**config.mk**
```make
export PLATFORM = sky130hd
export DESIGN_NAME = bilinear_rgb_remap_pixel_unit
export DESIGN_NICKNAME = d
export VERILOG_FILES = /design/src/hdl/brrp_pkg.sv /design/src/hdl/brrp_weight.sv /design/src/hdl/brrp_term.sv /design/src/hdl/brrp_blend.sv /design/src/hdl/bilinear_rgb_remap_pixel_unit.sv
export SDC_FILE = /design/constraint.sdc
export NUM_CORES = 2
export LEC_CHECK = 0
export ABC_AREA = 1
export ABC_CLOCK_PERIOD_IN_PS = 7550
export BUFFER_PORTS_ARGS = -buffer_cell sky130_fd_sc_hd__buf_2
export CORE_UTILIZATION = 40
export DETAILED_ROUTE_END_ITERATION = 10
export PLACE_DENSITY = 0.56
export SLEW_MARGIN = 30
export SYNTH_ARGS = -nofsm -noshare
export SYNTH_HDL_FRONTEND = slang
export SYNTH_SLANG_ARGS = --single-unit
```
**constraint.sdc**
```tcl
create_clock -name i_clk -period 7.55 [get_ports i_clk]
set_input_delay 1.1325 -clock i_clk [delete_from_list [all_inputs] [get_ports i_clk]]
set_output_delay 1.1325 -clock i_clk [all_outputs]
set_load 0.03 [all_outputs]
```
**src/hdl/brrp_pkg.sv**
```systemverilog
// Shared constants, types and codes for the bilinear RGB remap pixel unit.
package brrp_pkg;

    // Coordinate format and source size limit.
    localparam int COORD_FRAC_BITS = 8;
    localparam int MAX_SOURCE_DIM  = 4096;

    // Field widths fixed by the pixel interface.
    localparam int COORD_W   = 20;
    localparam int PIX_W     = 24;
    localparam int CHAN_W    = 8;
    localparam int NUM_CHAN  = 3;
    localparam int NUM_NBR   = 4;
    localparam int CFG_DIM_W = 13;
    localparam int CFG_IDX_W = 3;
    localparam int CFG_DATA_W = 24;

    // Weight format: 16 fraction bits, values 0 to 1.0 inclusive.
    localparam int W_FRAC    = 16;
    localparam int WEIGHT_W  = W_FRAC + 1;
    localparam int PROD_W    = 2 * WEIGHT_W;
    localparam int TERM_PROD_W = CHAN_W + WEIGHT_W;
    localparam int SUM_W     = CHAN_W + 2;
    localparam logic [WEIGHT_W-1:0] ONE_WEIGHT = WEIGHT_W'(1) << W_FRAC;
    localparam int FRAC_SHIFT = W_FRAC - COORD_FRAC_BITS;

    // Integer part of a coordinate and the width used for the bound compare.
    localparam int INT_W   = COORD_W - COORD_FRAC_BITS;
    localparam int DIM_W   = $clog2(MAX_SOURCE_DIM + 1);
    localparam int CMP_A_W = (INT_W + 1 > DIM_W) ? INT_W + 1 : DIM_W;
    localparam int CMP_W   = ((CMP_A_W > CFG_DIM_W) ? CMP_A_W : CFG_DIM_W) + 1;

    // Neighbor order within the packed arrays.
    localparam int NBR_TL = 0;
    localparam int NBR_TR = 1;
    localparam int NBR_BL = 2;
    localparam int NBR_BR = 3;

    // Configuration register indexes.
    localparam logic [CFG_IDX_W-1:0] CFG_SRC_WIDTH   = 3'd0;
    localparam logic [CFG_IDX_W-1:0] CFG_SRC_HEIGHT  = 3'd1;
    localparam logic [CFG_IDX_W-1:0] CFG_BYTE_ORDER  = 3'd2;
    localparam logic [CFG_IDX_W-1:0] CFG_BORDER_COLOR = 3'd3;
    localparam logic [CFG_IDX_W-1:0] CFG_BLANK_COLOR = 3'd4;

    // Pixel kind tag.
    typedef enum logic [1:0] {
        KIND_VALID  = 2'd0,
        KIND_BORDER = 2'd1,
        KIND_BLANK  = 2'd2,
        KIND_BLACK  = 2'd3
    } t_kind;

    // Configuration register file contents.
    typedef struct packed {
        logic [CFG_DIM_W-1:0] src_width;
        logic [CFG_DIM_W-1:0] src_height;
        logic                 byte_order;
        logic [PIX_W-1:0]     border_color;
        logic [PIX_W-1:0]     blank_color;
    } t_cfg;

    // Stage one: fractional weights and neighbor use flags.
    typedef struct packed {
        t_kind                           kind;
        logic                            frame_end;
        logic [WEIGHT_W-1:0]             fx;
        logic [WEIGHT_W-1:0]             fy;
        logic [WEIGHT_W-1:0]             wx1;
        logic [WEIGHT_W-1:0]             wy1;
        logic                            use_right;
        logic                            use_lower;
        logic [NUM_NBR-1:0][PIX_W-1:0]   pix;
    } t_frac;

    // Stage two: one weight per neighbor, zero where the neighbor is skipped.
    typedef struct packed {
        t_kind                           kind;
        logic                            frame_end;
        logic [NUM_NBR-1:0][WEIGHT_W-1:0] w;
        logic [NUM_NBR-1:0][PIX_W-1:0]   pix;
    } t_wgt;

    // Stage three: truncated weighted channel terms.
    typedef struct packed {
        t_kind                                       kind;
        logic                                        frame_end;
        logic [NUM_NBR-1:0][NUM_CHAN-1:0][CHAN_W-1:0] term;
    } t_term;

endpackage

```
**src/hdl/brrp_weight.sv**
```systemverilog
// Fraction extraction, bound checks and neighbor weight multipliers (two stages).
module brrp_weight (
    input  logic                               i_clk,
    input  logic                               i_rst_n,
    input  brrp_pkg::t_cfg                     i_cfg,
    input  logic                               i_valid,
    output logic                               o_ready,
    input  brrp_pkg::t_kind                    i_kind,
    input  logic [brrp_pkg::COORD_W-1:0]       i_coord_x,
    input  logic [brrp_pkg::COORD_W-1:0]       i_coord_y,
    input  logic [brrp_pkg::NUM_NBR-1:0][brrp_pkg::PIX_W-1:0] i_pix,
    input  logic                               i_frame_end,
    output logic                               o_valid,
    input  logic                               i_ready,
    output brrp_pkg::t_wgt                     o_wgt
);

    logic                 r_v1;
    brrp_pkg::t_frac      r_s1;
    brrp_pkg::t_frac      n_s1;
    logic                 r_v2;
    brrp_pkg::t_wgt       r_s2;
    brrp_pkg::t_wgt       n_s2;
    logic                 s1_ready;
    logic                 s2_ready;

    logic [brrp_pkg::INT_W-1:0]           ix;
    logic [brrp_pkg::INT_W-1:0]           iy;
    logic [brrp_pkg::COORD_FRAC_BITS-1:0] frac_x;
    logic [brrp_pkg::COORD_FRAC_BITS-1:0] frac_y;
    logic [brrp_pkg::CMP_W-1:0]           sat_w;
    logic [brrp_pkg::CMP_W-1:0]           sat_h;
    logic [brrp_pkg::PROD_W-1:0]          prod [brrp_pkg::NUM_NBR];

    // Each stage moves when it is empty or its contents move on.
    assign s2_ready = !r_v2 || i_ready;
    assign s1_ready = !r_v1 || s2_ready;
    assign o_ready  = s1_ready;

    // Effective source size, limited to the largest supported dimension.
    always_comb begin
        if (brrp_pkg::CMP_W'(i_cfg.src_width) > brrp_pkg::CMP_W'(brrp_pkg::MAX_SOURCE_DIM)) begin
            sat_w = brrp_pkg::CMP_W'(brrp_pkg::MAX_SOURCE_DIM);
        end else begin
            sat_w = brrp_pkg::CMP_W'(i_cfg.src_width);
        end
        if (brrp_pkg::CMP_W'(i_cfg.src_height) > brrp_pkg::CMP_W'(brrp_pkg::MAX_SOURCE_DIM)) begin
            sat_h = brrp_pkg::CMP_W'(brrp_pkg::MAX_SOURCE_DIM);
        end else begin
            sat_h = brrp_pkg::CMP_W'(i_cfg.src_height);
        end
    end

    // Stage one: split the coordinates, form the four axis weights and use flags.
    always_comb begin
        ix     = i_coord_x[brrp_pkg::COORD_W-1:brrp_pkg::COORD_FRAC_BITS];
        iy     = i_coord_y[brrp_pkg::COORD_W-1:brrp_pkg::COORD_FRAC_BITS];
        frac_x = i_coord_x[brrp_pkg::COORD_FRAC_BITS-1:0];
        frac_y = i_coord_y[brrp_pkg::COORD_FRAC_BITS-1:0];
        n_s1.kind      = i_kind;
        n_s1.frame_end = i_frame_end;
        n_s1.fx  = brrp_pkg::WEIGHT_W'(frac_x) << brrp_pkg::FRAC_SHIFT;
        n_s1.fy  = brrp_pkg::WEIGHT_W'(frac_y) << brrp_pkg::FRAC_SHIFT;
        n_s1.wx1 = brrp_pkg::ONE_WEIGHT - n_s1.fx;
        n_s1.wy1 = brrp_pkg::ONE_WEIGHT - n_s1.fy;
        n_s1.use_right = (frac_x != '0) &&
                         (brrp_pkg::CMP_W'(ix) + brrp_pkg::CMP_W'(1) < sat_w);
        n_s1.use_lower = (frac_y != '0) &&
                         (brrp_pkg::CMP_W'(iy) + brrp_pkg::CMP_W'(1) < sat_h);
        n_s1.pix = i_pix;
    end

    // Stage two: neighbor weights as products of the axis weights.
    always_comb begin
        prod[brrp_pkg::NBR_TL] = brrp_pkg::PROD_W'(r_s1.wx1) * brrp_pkg::PROD_W'(r_s1.wy1);
        prod[brrp_pkg::NBR_TR] = brrp_pkg::PROD_W'(r_s1.fx)  * brrp_pkg::PROD_W'(r_s1.wy1);
        prod[brrp_pkg::NBR_BL] = brrp_pkg::PROD_W'(r_s1.wx1) * brrp_pkg::PROD_W'(r_s1.fy);
        prod[brrp_pkg::NBR_BR] = brrp_pkg::PROD_W'(r_s1.fx)  * brrp_pkg::PROD_W'(r_s1.fy);
        n_s2.kind      = r_s1.kind;
        n_s2.frame_end = r_s1.frame_end;
        n_s2.pix       = r_s1.pix;
        n_s2.w[brrp_pkg::NBR_TL] = prod[brrp_pkg::NBR_TL][brrp_pkg::W_FRAC +: brrp_pkg::WEIGHT_W];
        n_s2.w[brrp_pkg::NBR_TR] = r_s1.use_right ?
            prod[brrp_pkg::NBR_TR][brrp_pkg::W_FRAC +: brrp_pkg::WEIGHT_W] : '0;
        n_s2.w[brrp_pkg::NBR_BL] = r_s1.use_lower ?
            prod[brrp_pkg::NBR_BL][brrp_pkg::W_FRAC +: brrp_pkg::WEIGHT_W] : '0;
        n_s2.w[brrp_pkg::NBR_BR] = (r_s1.use_right && r_s1.use_lower) ?
            prod[brrp_pkg::NBR_BR][brrp_pkg::W_FRAC +: brrp_pkg::WEIGHT_W] : '0;
    end

    // Stage valid bits.
    always_ff @(posedge i_clk) begin
        if (!i_rst_n) begin
            r_v1 <= 1'b0;
            r_v2 <= 1'b0;
        end else begin
            if (s1_ready) begin
                r_v1 <= i_valid;
            end
            if (s2_ready) begin
                r_v2 <= r_v1;
            end
        end
    end

    // Stage payloads, loaded only with a transfer into the stage.
    always_ff @(posedge i_clk) begin
        if (s1_ready && i_valid) begin
            r_s1 <= n_s1;
        end
        if (s2_ready && r_v1) begin
            r_s2 <= n_s2;
        end
    end

    assign o_valid = r_v2;
    assign o_wgt   = r_s2;

`ifndef NO_ASSERTIONS
    // A right neighbor flagged as skipped never carries weight into stage two.
    a_skip_right: assert property (@(posedge i_clk) disable iff (!i_rst_n)
        (s2_ready && r_v1 && !r_s1.use_right) |=>
            (r_s2.w[brrp_pkg::NBR_TR] == '0 && r_s2.w[brrp_pkg::NBR_BR] == '0))
        else $error("skipped right neighbor has nonzero weight");

    // A stalled stage two holds its item.
    a_s2_hold: assert property (@(posedge i_clk) disable iff (!i_rst_n)
        (r_v2 && !i_ready) |=> (r_v2 && $stable(r_s2)))
        else $error("stage two item changed while stalled");
`endif

endmodule

```
**src/hdl/brrp_term.sv**
```systemverilog
// Channel term multipliers: each channel of each neighbor times its weight.
module brrp_term (
    input  logic            i_clk,
    input  logic            i_rst_n,
    input  logic            i_valid,
    output logic            o_ready,
    input  brrp_pkg::t_wgt  i_wgt,
    output logic            o_valid,
    input  logic            i_ready,
    output brrp_pkg::t_term o_term
);

    logic                                 r_v;
    brrp_pkg::t_term                      r_s;
    brrp_pkg::t_term                      n_s;
    logic [brrp_pkg::TERM_PROD_W-1:0]     prod [brrp_pkg::NUM_NBR][brrp_pkg::NUM_CHAN];

    assign o_ready = !r_v || i_ready;

    // Twelve independent products, each truncated to its integer part.
    always_comb begin
        n_s.kind      = i_wgt.kind;
        n_s.frame_end = i_wgt.frame_end;
        for (int n = 0; n < brrp_pkg::NUM_NBR; n++) begin
            for (int k = 0; k < brrp_pkg::NUM_CHAN; k++) begin
                prod[n][k] = brrp_pkg::TERM_PROD_W'(
                                 i_wgt.pix[n][k*brrp_pkg::CHAN_W +: brrp_pkg::CHAN_W])
                           * brrp_pkg::TERM_PROD_W'(i_wgt.w[n]);
                n_s.term[n][k] = prod[n][k][brrp_pkg::W_FRAC +: brrp_pkg::CHAN_W];
            end
        end
    end

    // Stage valid bit.
    always_ff @(posedge i_clk) begin
        if (!i_rst_n) begin
            r_v <= 1'b0;
        end else if (o_ready) begin
            r_v <= i_valid;
        end
    end

    // Stage payload.
    always_ff @(posedge i_clk) begin
        if (o_ready && i_valid) begin
            r_s <= n_s;
        end
    end

    assign o_valid = r_v;
    assign o_term  = r_s;

endmodule

```
**src/hdl/brrp_blend.sv**
```systemverilog
// Term summation, color selection by kind and byte ordering into the output register.
module brrp_blend (
    input  logic                          i_clk,
    input  logic                          i_rst_n,
    input  brrp_pkg::t_cfg                i_cfg,
    input  logic                          i_valid,
    output logic                          o_ready,
    input  brrp_pkg::t_term               i_term,
    output logic                          o_valid,
    input  logic                          i_ready,
    output logic [brrp_pkg::CHAN_W-1:0]   o_first,
    output logic [brrp_pkg::CHAN_W-1:0]   o_second,
    output logic [brrp_pkg::CHAN_W-1:0]   o_third,
    output logic                          o_frame_done
);

    logic                                          r_v;
    logic [brrp_pkg::NUM_CHAN-1:0][brrp_pkg::CHAN_W-1:0] r_out;
    logic [brrp_pkg::NUM_CHAN-1:0][brrp_pkg::CHAN_W-1:0] n_out;
    logic                                          r_frame_done;
    logic [brrp_pkg::SUM_W-1:0]                    sum [brrp_pkg::NUM_CHAN];
    logic [brrp_pkg::NUM_CHAN-1:0][brrp_pkg::CHAN_W-1:0] rgb;

    assign o_ready = !r_v || i_ready;

    // Per-channel sum of the four neighbor terms.
    always_comb begin
        for (int k = 0; k < brrp_pkg::NUM_CHAN; k++) begin
            sum[k] = '0;
            for (int n = 0; n < brrp_pkg::NUM_NBR; n++) begin
                sum[k] = sum[k] + brrp_pkg::SUM_W'(i_term.term[n][k]);
            end
        end
    end

    // Color by pixel kind, then channel order.
    always_comb begin
        case (i_term.kind)
            brrp_pkg::KIND_VALID: begin
                for (int k = 0; k < brrp_pkg::NUM_CHAN; k++) begin
                    rgb[k] = sum[k][brrp_pkg::CHAN_W-1:0];
                end
            end
            brrp_pkg::KIND_BORDER: rgb = i_cfg.border_color;
            brrp_pkg::KIND_BLANK:  rgb = i_cfg.blank_color;
            default:               rgb = '0;
        endcase
        n_out[1] = rgb[1];
        if (i_cfg.byte_order) begin
            n_out[0] = rgb[2];
            n_out[2] = rgb[0];
        end else begin
            n_out[0] = rgb[0];
            n_out[2] = rgb[2];
        end
    end

    // Output valid bit.
    always_ff @(posedge i_clk) begin
        if (!i_rst_n) begin
            r_v <= 1'b0;
        end else if (o_ready) begin
            r_v <= i_valid;
        end
    end

    // Output payload.
    always_ff @(posedge i_clk) begin
        if (o_ready && i_valid) begin
            r_out        <= n_out;
            r_frame_done <= i_term.frame_end;
        end
    end

    assign o_valid      = r_v;
    assign o_first      = r_out[0];
    assign o_second     = r_out[1];
    assign o_third      = r_out[2];
    assign o_frame_done = r_frame_done;

`ifndef NO_ASSERTIONS
    // Truncated terms of a valid pixel never add up past one byte.
    a_no_overflow: assert property (@(posedge i_clk) disable iff (!i_rst_n)
        (i_valid && i_term.kind == brrp_pkg::KIND_VALID) |->
            (sum[0][brrp_pkg::SUM_W-1:brrp_pkg::CHAN_W] == '0 &&
             sum[1][brrp_pkg::SUM_W-1:brrp_pkg::CHAN_W] == '0 &&
             sum[2][brrp_pkg::SUM_W-1:brrp_pkg::CHAN_W] == '0))
        else $error("channel sum exceeds one byte");
`endif

endmodule

```
**src/hdl/bilinear_rgb_remap_pixel_unit.sv**
```systemverilog
// Top level of the bilinear RGB remap pixel unit: configuration registers and pipeline.
//
// Takes one pixel request per clock cycle unless a stall at the output has filled every stage,
// and returns one output pixel per request, in order. The work runs through four register
// stages: coordinate split and bound checks, the 17 by 17 bit neighbor weight
// multipliers, the twelve channel term multipliers, and the term sum with color and
// byte order selection into the output register. A stall at the output backs up stage
// by stage; the unit keeps taking requests until every stage holds one. Configuration
// writes take effect in the next cycle and are meant to be made while no pixel is in
// flight. There is no initialization pass after reset.
module bilinear_rgb_remap_pixel_unit (
    input  logic                              i_clk,
    input  logic                              i_rst_n,
    input  logic                              i_cfg_we,
    input  logic [brrp_pkg::CFG_IDX_W-1:0]    i_cfg_idx,
    input  logic [brrp_pkg::CFG_DATA_W-1:0]   i_cfg_data,
    input  logic                              i_valid,
    output logic                              o_ready,
    input  logic [1:0]                        i_pixel_kind,
    input  logic [brrp_pkg::COORD_W-1:0]      i_coord_x,
    input  logic [brrp_pkg::COORD_W-1:0]      i_coord_y,
    input  logic [brrp_pkg::PIX_W-1:0]        i_pix_top_left,
    input  logic [brrp_pkg::PIX_W-1:0]        i_pix_top_right,
    input  logic [brrp_pkg::PIX_W-1:0]        i_pix_bottom_left,
    input  logic [brrp_pkg::PIX_W-1:0]        i_pix_bottom_right,
    input  logic                              i_frame_end,
    output logic                              o_valid,
    input  logic                              i_ready,
    output logic [brrp_pkg::CHAN_W-1:0]       o_out_first,
    output logic [brrp_pkg::CHAN_W-1:0]       o_out_second,
    output logic [brrp_pkg::CHAN_W-1:0]       o_out_third,
    output logic                              o_frame_done
);

    brrp_pkg::t_cfg  r_cfg;
    logic [brrp_pkg::NUM_NBR-1:0][brrp_pkg::PIX_W-1:0] pix;
    logic            wgt_valid;
    logic            wgt_ready;
    brrp_pkg::t_wgt  wgt;
    logic            term_valid;
    logic            term_ready;
    brrp_pkg::t_term term;

    // Configuration registers.
    always_ff @(posedge i_clk) begin
        if (!i_rst_n) begin
            r_cfg.src_width    <= brrp_pkg::CFG_DIM_W'(640);
            r_cfg.src_height   <= brrp_pkg::CFG_DIM_W'(480);
            r_cfg.byte_order   <= 1'b0;
            r_cfg.border_color <= '0;
            r_cfg.blank_color  <= '0;
        end else if (i_cfg_we) begin
            case (i_cfg_idx)
                brrp_pkg::CFG_SRC_WIDTH:    r_cfg.src_width  <= i_cfg_data[brrp_pkg::CFG_DIM_W-1:0];
                brrp_pkg::CFG_SRC_HEIGHT:   r_cfg.src_height <= i_cfg_data[brrp_pkg::CFG_DIM_W-1:0];
                brrp_pkg::CFG_BYTE_ORDER:   r_cfg.byte_order <= i_cfg_data[0];
                brrp_pkg::CFG_BORDER_COLOR: r_cfg.border_color <= i_cfg_data[brrp_pkg::PIX_W-1:0];
                brrp_pkg::CFG_BLANK_COLOR:  r_cfg.blank_color  <= i_cfg_data[brrp_pkg::PIX_W-1:0];
                default: begin
                end
            endcase
        end
    end

    // Neighbor pixels in the pipeline's neighbor order.
    always_comb begin
        pix[brrp_pkg::NBR_TL] = i_pix_top_left;
        pix[brrp_pkg::NBR_TR] = i_pix_top_right;
        pix[brrp_pkg::NBR_BL] = i_pix_bottom_left;
        pix[brrp_pkg::NBR_BR] = i_pix_bottom_right;
    end

    brrp_weight u_weight (
        .i_clk       (i_clk),
        .i_rst_n     (i_rst_n),
        .i_cfg       (r_cfg),
        .i_valid     (i_valid),
        .o_ready     (o_ready),
        .i_kind      (brrp_pkg::t_kind'(i_pixel_kind)),
        .i_coord_x   (i_coord_x),
        .i_coord_y   (i_coord_y),
        .i_pix       (pix),
        .i_frame_end (i_frame_end),
        .o_valid     (wgt_valid),
        .i_ready     (wgt_ready),
        .o_wgt       (wgt)
    );

    brrp_term u_term (
        .i_clk   (i_clk),
        .i_rst_n (i_rst_n),
        .i_valid (wgt_valid),
        .o_ready (wgt_ready),
        .i_wgt   (wgt),
        .o_valid (term_valid),
        .i_ready (term_ready),
        .o_term  (term)
    );

    brrp_blend u_blend (
        .i_clk        (i_clk),
        .i_rst_n      (i_rst_n),
        .i_cfg        (r_cfg),
        .i_valid      (term_valid),
        .o_ready      (term_ready),
        .i_term       (term),
        .o_valid      (o_valid),
        .i_ready      (i_ready),
        .o_first      (o_out_first),
        .o_second     (o_out_second),
        .o_third      (o_out_third),
        .o_frame_done (o_frame_done)
    );

`ifndef NO_ASSERTIONS
    // With the output register empty the whole pipeline can take a transfer.
    a_empty_ready: assert property (@(posedge i_clk) disable iff (!i_rst_n)
        !o_valid |-> o_ready)
        else $error("input stalled while output register is empty");

    // A transfer taken while the pipeline drains freely reaches the output.
    a_latency: assert property (@(posedge i_clk) disable iff (!i_rst_n)
        (i_valid && o_ready && i_ready) ##1 i_ready ##1 i_ready ##1 i_ready |=> o_valid)
        else $error("pixel did not reach the output in four cycles");
`endif

endmodule
```
==> metrics.md <==
| Metric | Value |
|---|---|
| Multi-input gate area | `53900 µm²` |
| Sequential cell area | `14300 µm²` |
| Maximum clock rate | `0.191 GHz` |
| Nets | `12700` |
| Final wirelength | `227000 µm` |
| Post-synth top area share | `30.6%` |
| Outcome | `complete, no violations` |
| Placed Cells | `13200` |
| Top delay family on crit path | `adder cells` |
| Routed Antenna Nets | `0` |
| Finished Layout Cells | `13300` |
| Reg2reg start | `u_weight.r_s1[110]$_DFFE_PP_` |
| Top-Level Pins | `198` |
| Crit-path max cell delay | `0.87 ns` |
| Worst Hold Depth | `0` |
| First-pass DRT Iterations | `5` |
| Final hold vios | `0` |
| Tightest hold margin | `0.404 ns` |
| DRC | `0` |
| Origin of the worst min-delay path | `u_weight.n_s2[81]$_DFFE_PP_` |
| CP arrival | `5.67 ns` |
| CTS tree | `built` |
| Hold Path Sink | `u_weight.o_wgt[81]$_DFFE_PP_` |
| Die width | `454 µm` |
| Clk root buf | `clkbuf_16` |
| Sink Count | `502` |
| Cell mode on critical path | `fa_1` |
| Top cells by area, synth | `fa_1, edfxtp_1, inv_1, nand2_1, ha_1` |
| Vias in the first global route | `68100` |
| Largest net degree at the start of global routing | `107` |
| Synthesis-stage register bit count | `502` |
| Slowest library cell on the worst path | `edfxtp_1` |
| DR vias | `64400` |
| Share of layout cells above drive strength 1 | `3.94%` |
| Yosys Warn Count | `0` |
| Fin crit period | `5.23 ns` |
| Worst R2R Path Depth | `17` |
| Port buffer count | `197` |
| Fill count | `20500` |
| Starting Density | `40.4%` |
| Htree depth | `3` |
| Yosys top cell by area | `fa_1` |
| Worst-path cell chain | `nand2_1 > fa_1 > fa_1 > inv_1 > fa_1 > inv_1 > fa_1 > inv_1 > ha_1 > ha_1 > ha_1 > a21oi_1 > o21ai_0 > a21o_1 > nand3_1 > nand2_1 > xor2_1` |
| Area after DPL | `85200 µm²` |
| CTS Hold Bufs | `0` |
| Mapped Area | `81900 µm²` |
| Post-synthesis sequential area ratio | `17.4%` |
| Post-route clock skew | `0.0288 ns` |
| Syn Nets | `12800` |
| Most common cell after layout, fill and taps aside | `inv_1` |
| CORE AREA | `203000 µm²` |
| Hold Crit Class | `flop to flop` |
| CP Max Fanout | `16` |
| GR Util All Layers | `22.6%` |
| Cts repair resizes | `0` |
| Clock Path Buffers | `3` |
| First-pass GRT wire length | `367000 µm` |
| Synth Instances | `10700` |
| TritonCTS Buffers | `69` |
| Commonest non-fill, non-tap cells in the layout | `inv_1, nand2_1, fa_1` |
| Most used flip-flop cell after synthesis | `edfxtp_1` |
| Critical Path Sink Type | `flop` |
| Setup TNS | `0 ns` |
| Final Cycle Share | `69.2%` |
| Number of synthesized flops with an enable pin | `423` |
| Worst Tran Pin Value | `0.927 ns` |
| Gpl congestion | `0.902` |
| Average wire per standard cell | `17.0 µm` |
| Initial antenna violation count | `22` |
| Area Growth Syn to Fin | `7.09%` |
| Final Max Tran Viols | `0` |
| Die height | `454 µm` |
| Crit path launch type | `flop` |
| # Max-Cap Violations | `0` |
| Post-CTS setup buffer count | `0` |
| Std cell rows | `165` |
| RSZ-0062 raised after global routing | `false` |
| Reg2reg end | `u_weight.o_wgt[109]$_DFFE_PP_` |
| Relative slew slack | `38.2%` |
| Async S/R FF share, synth | `0%` |
| Die area | `206000 µm²` |
| Grt total ovfl | `0` |
| CP Buf/Inv Count | `3` |
| Syn Area/Cell | `7.67 µm²` |
| Cell area after layout | `87700 µm²` |
| Distinct cells, synth | `51` |
| CP required | `7.99 ns` |
| Clock Latency Late Sink | `0.71 ns` |
| Final setup fails | `0` |
| DRT iter0 DRCs | `4186` |
| Worst-path clk slew | `0.06 ns` |
| R2r setup slk | `2.32 ns` |
| Crit Path Category | `flop to flop` |
| Vias/cell | `4.82` |
| HPWL after DPL | `179000 µm` |
## registers in the layout, indices dropped and copies added (netlist names), 8 cells and up
signal,count
u_weight.r_s1,34
u_weight.o_wgt,166
r_cfg,75
u_weight.n_s2,99
u_term.o_term,99
u_blend.o_second,8
u_blend.o_third,8
u_blend.o_first,8
## worst reg2reg max path, cell delays in order (launching register included)
cell	delay, ns
edfxtp_1	0.87
nand2_1	0.17
fa_1	0.52
fa_1	0.56
inv_1	0.06
fa_1	0.47
inv_1	0.05
fa_1	0.47
inv_1	0.04
ha_1	0.27
ha_1	0.28
ha_1	0.37
a21oi_1	0.24
o21ai_0	0.15
a21o_1	0.20
nand3_1	0.07
nand2_1	0.06
xor2_1	0.13
## synthesized netlist by cell type, drive strengths merged (45+ instances only)
cell type and count:
nor3 57, nor2 464, ha 699, fa 1252
buf 52, o21ai 245, edfxtp 423, dfxtp 79
a21oi 326, xor2 84, clkbuf 368, nand4 88
nand3 245, o21bai 45, inv 3200, nand2 2839
## worst max-delay path by stage
stage,from,depth (start not counted),end,slack [ns]
after floorplan,i_ready,8,u_weight.n_s2[0]$_DFFE_PP_,2.17
after global placement,u_weight.o_wgt[110]$_DFFE_PP_,16,u_term.o_term[6]$_DFFE_PP_,2.44
after detailed placement,u_weight.r_s1[140]$_DFFE_PP_,17,u_weight.o_wgt[109]$_DFFE_PP_,2.34
after CTS,u_weight.r_s1[110]$_DFFE_PP_,17,u_weight.o_wgt[109]$_DFFE_PP_,2.32
after global routing,u_weight.r_s1[110]$_DFFE_PP_,17,u_weight.o_wgt[109]$_DFFE_PP_,2.08
final,u_weight.r_s1[110]$_DFFE_PP_,17,u_weight.o_wgt[109]$_DFFE_PP_,2.32
## cell families (layout without fill, tap and decap cells)
family | after synthesis | after routing | share of synthesized area (%)
AOI/OAI and AO/OA | 747 | 747 | 5.10
xor gates and xnor gates | 126 | 126 | 1.35
adders and majority gates | 1951 | 1951 | 41.3
buffers and inverters | 3620 | 3603 | 16.7
DFF | 502 | 502 | 17.4
other | 0 | 10 | 0
and+or+nand+nor | 3733 | 3733 | 18.1
## through the flow
step                worst slack, ns  util (%)
floorplan                      2.17         -
global placement               2.44      42.0
detailed placement             2.34      42.0
CTS                            2.32      43.2
global route                   2.08      43.2
finish                         2.32      43.2
## layout make-up
cell class	instances	area share [%]
Clock inverter	46	0.714
Antenna cell	10	0.0285
Tap cell	2672	3.81
Clock buffer	81	2.06
Timing Repair Buffer	276	1.89
Sequential cell	502	16.3
Inverter	3200	13.7
Multi-Input combinational cell	6557	61.5
## routing by layer
metal / share of wire [%] / track usage, % / wire [µm]
met4: 3.2 / 7.52 / 7200
met5: 0.039 / 0 / 88
met3: 5.0 / 2.68 / 11300
met1: 43 / 29.2 / 98900
met2: 48 / 39.1 / 110000
Power is not shown: default switching activity piles up to over one toggle a cycle in this logic, so the estimate is an artifact.
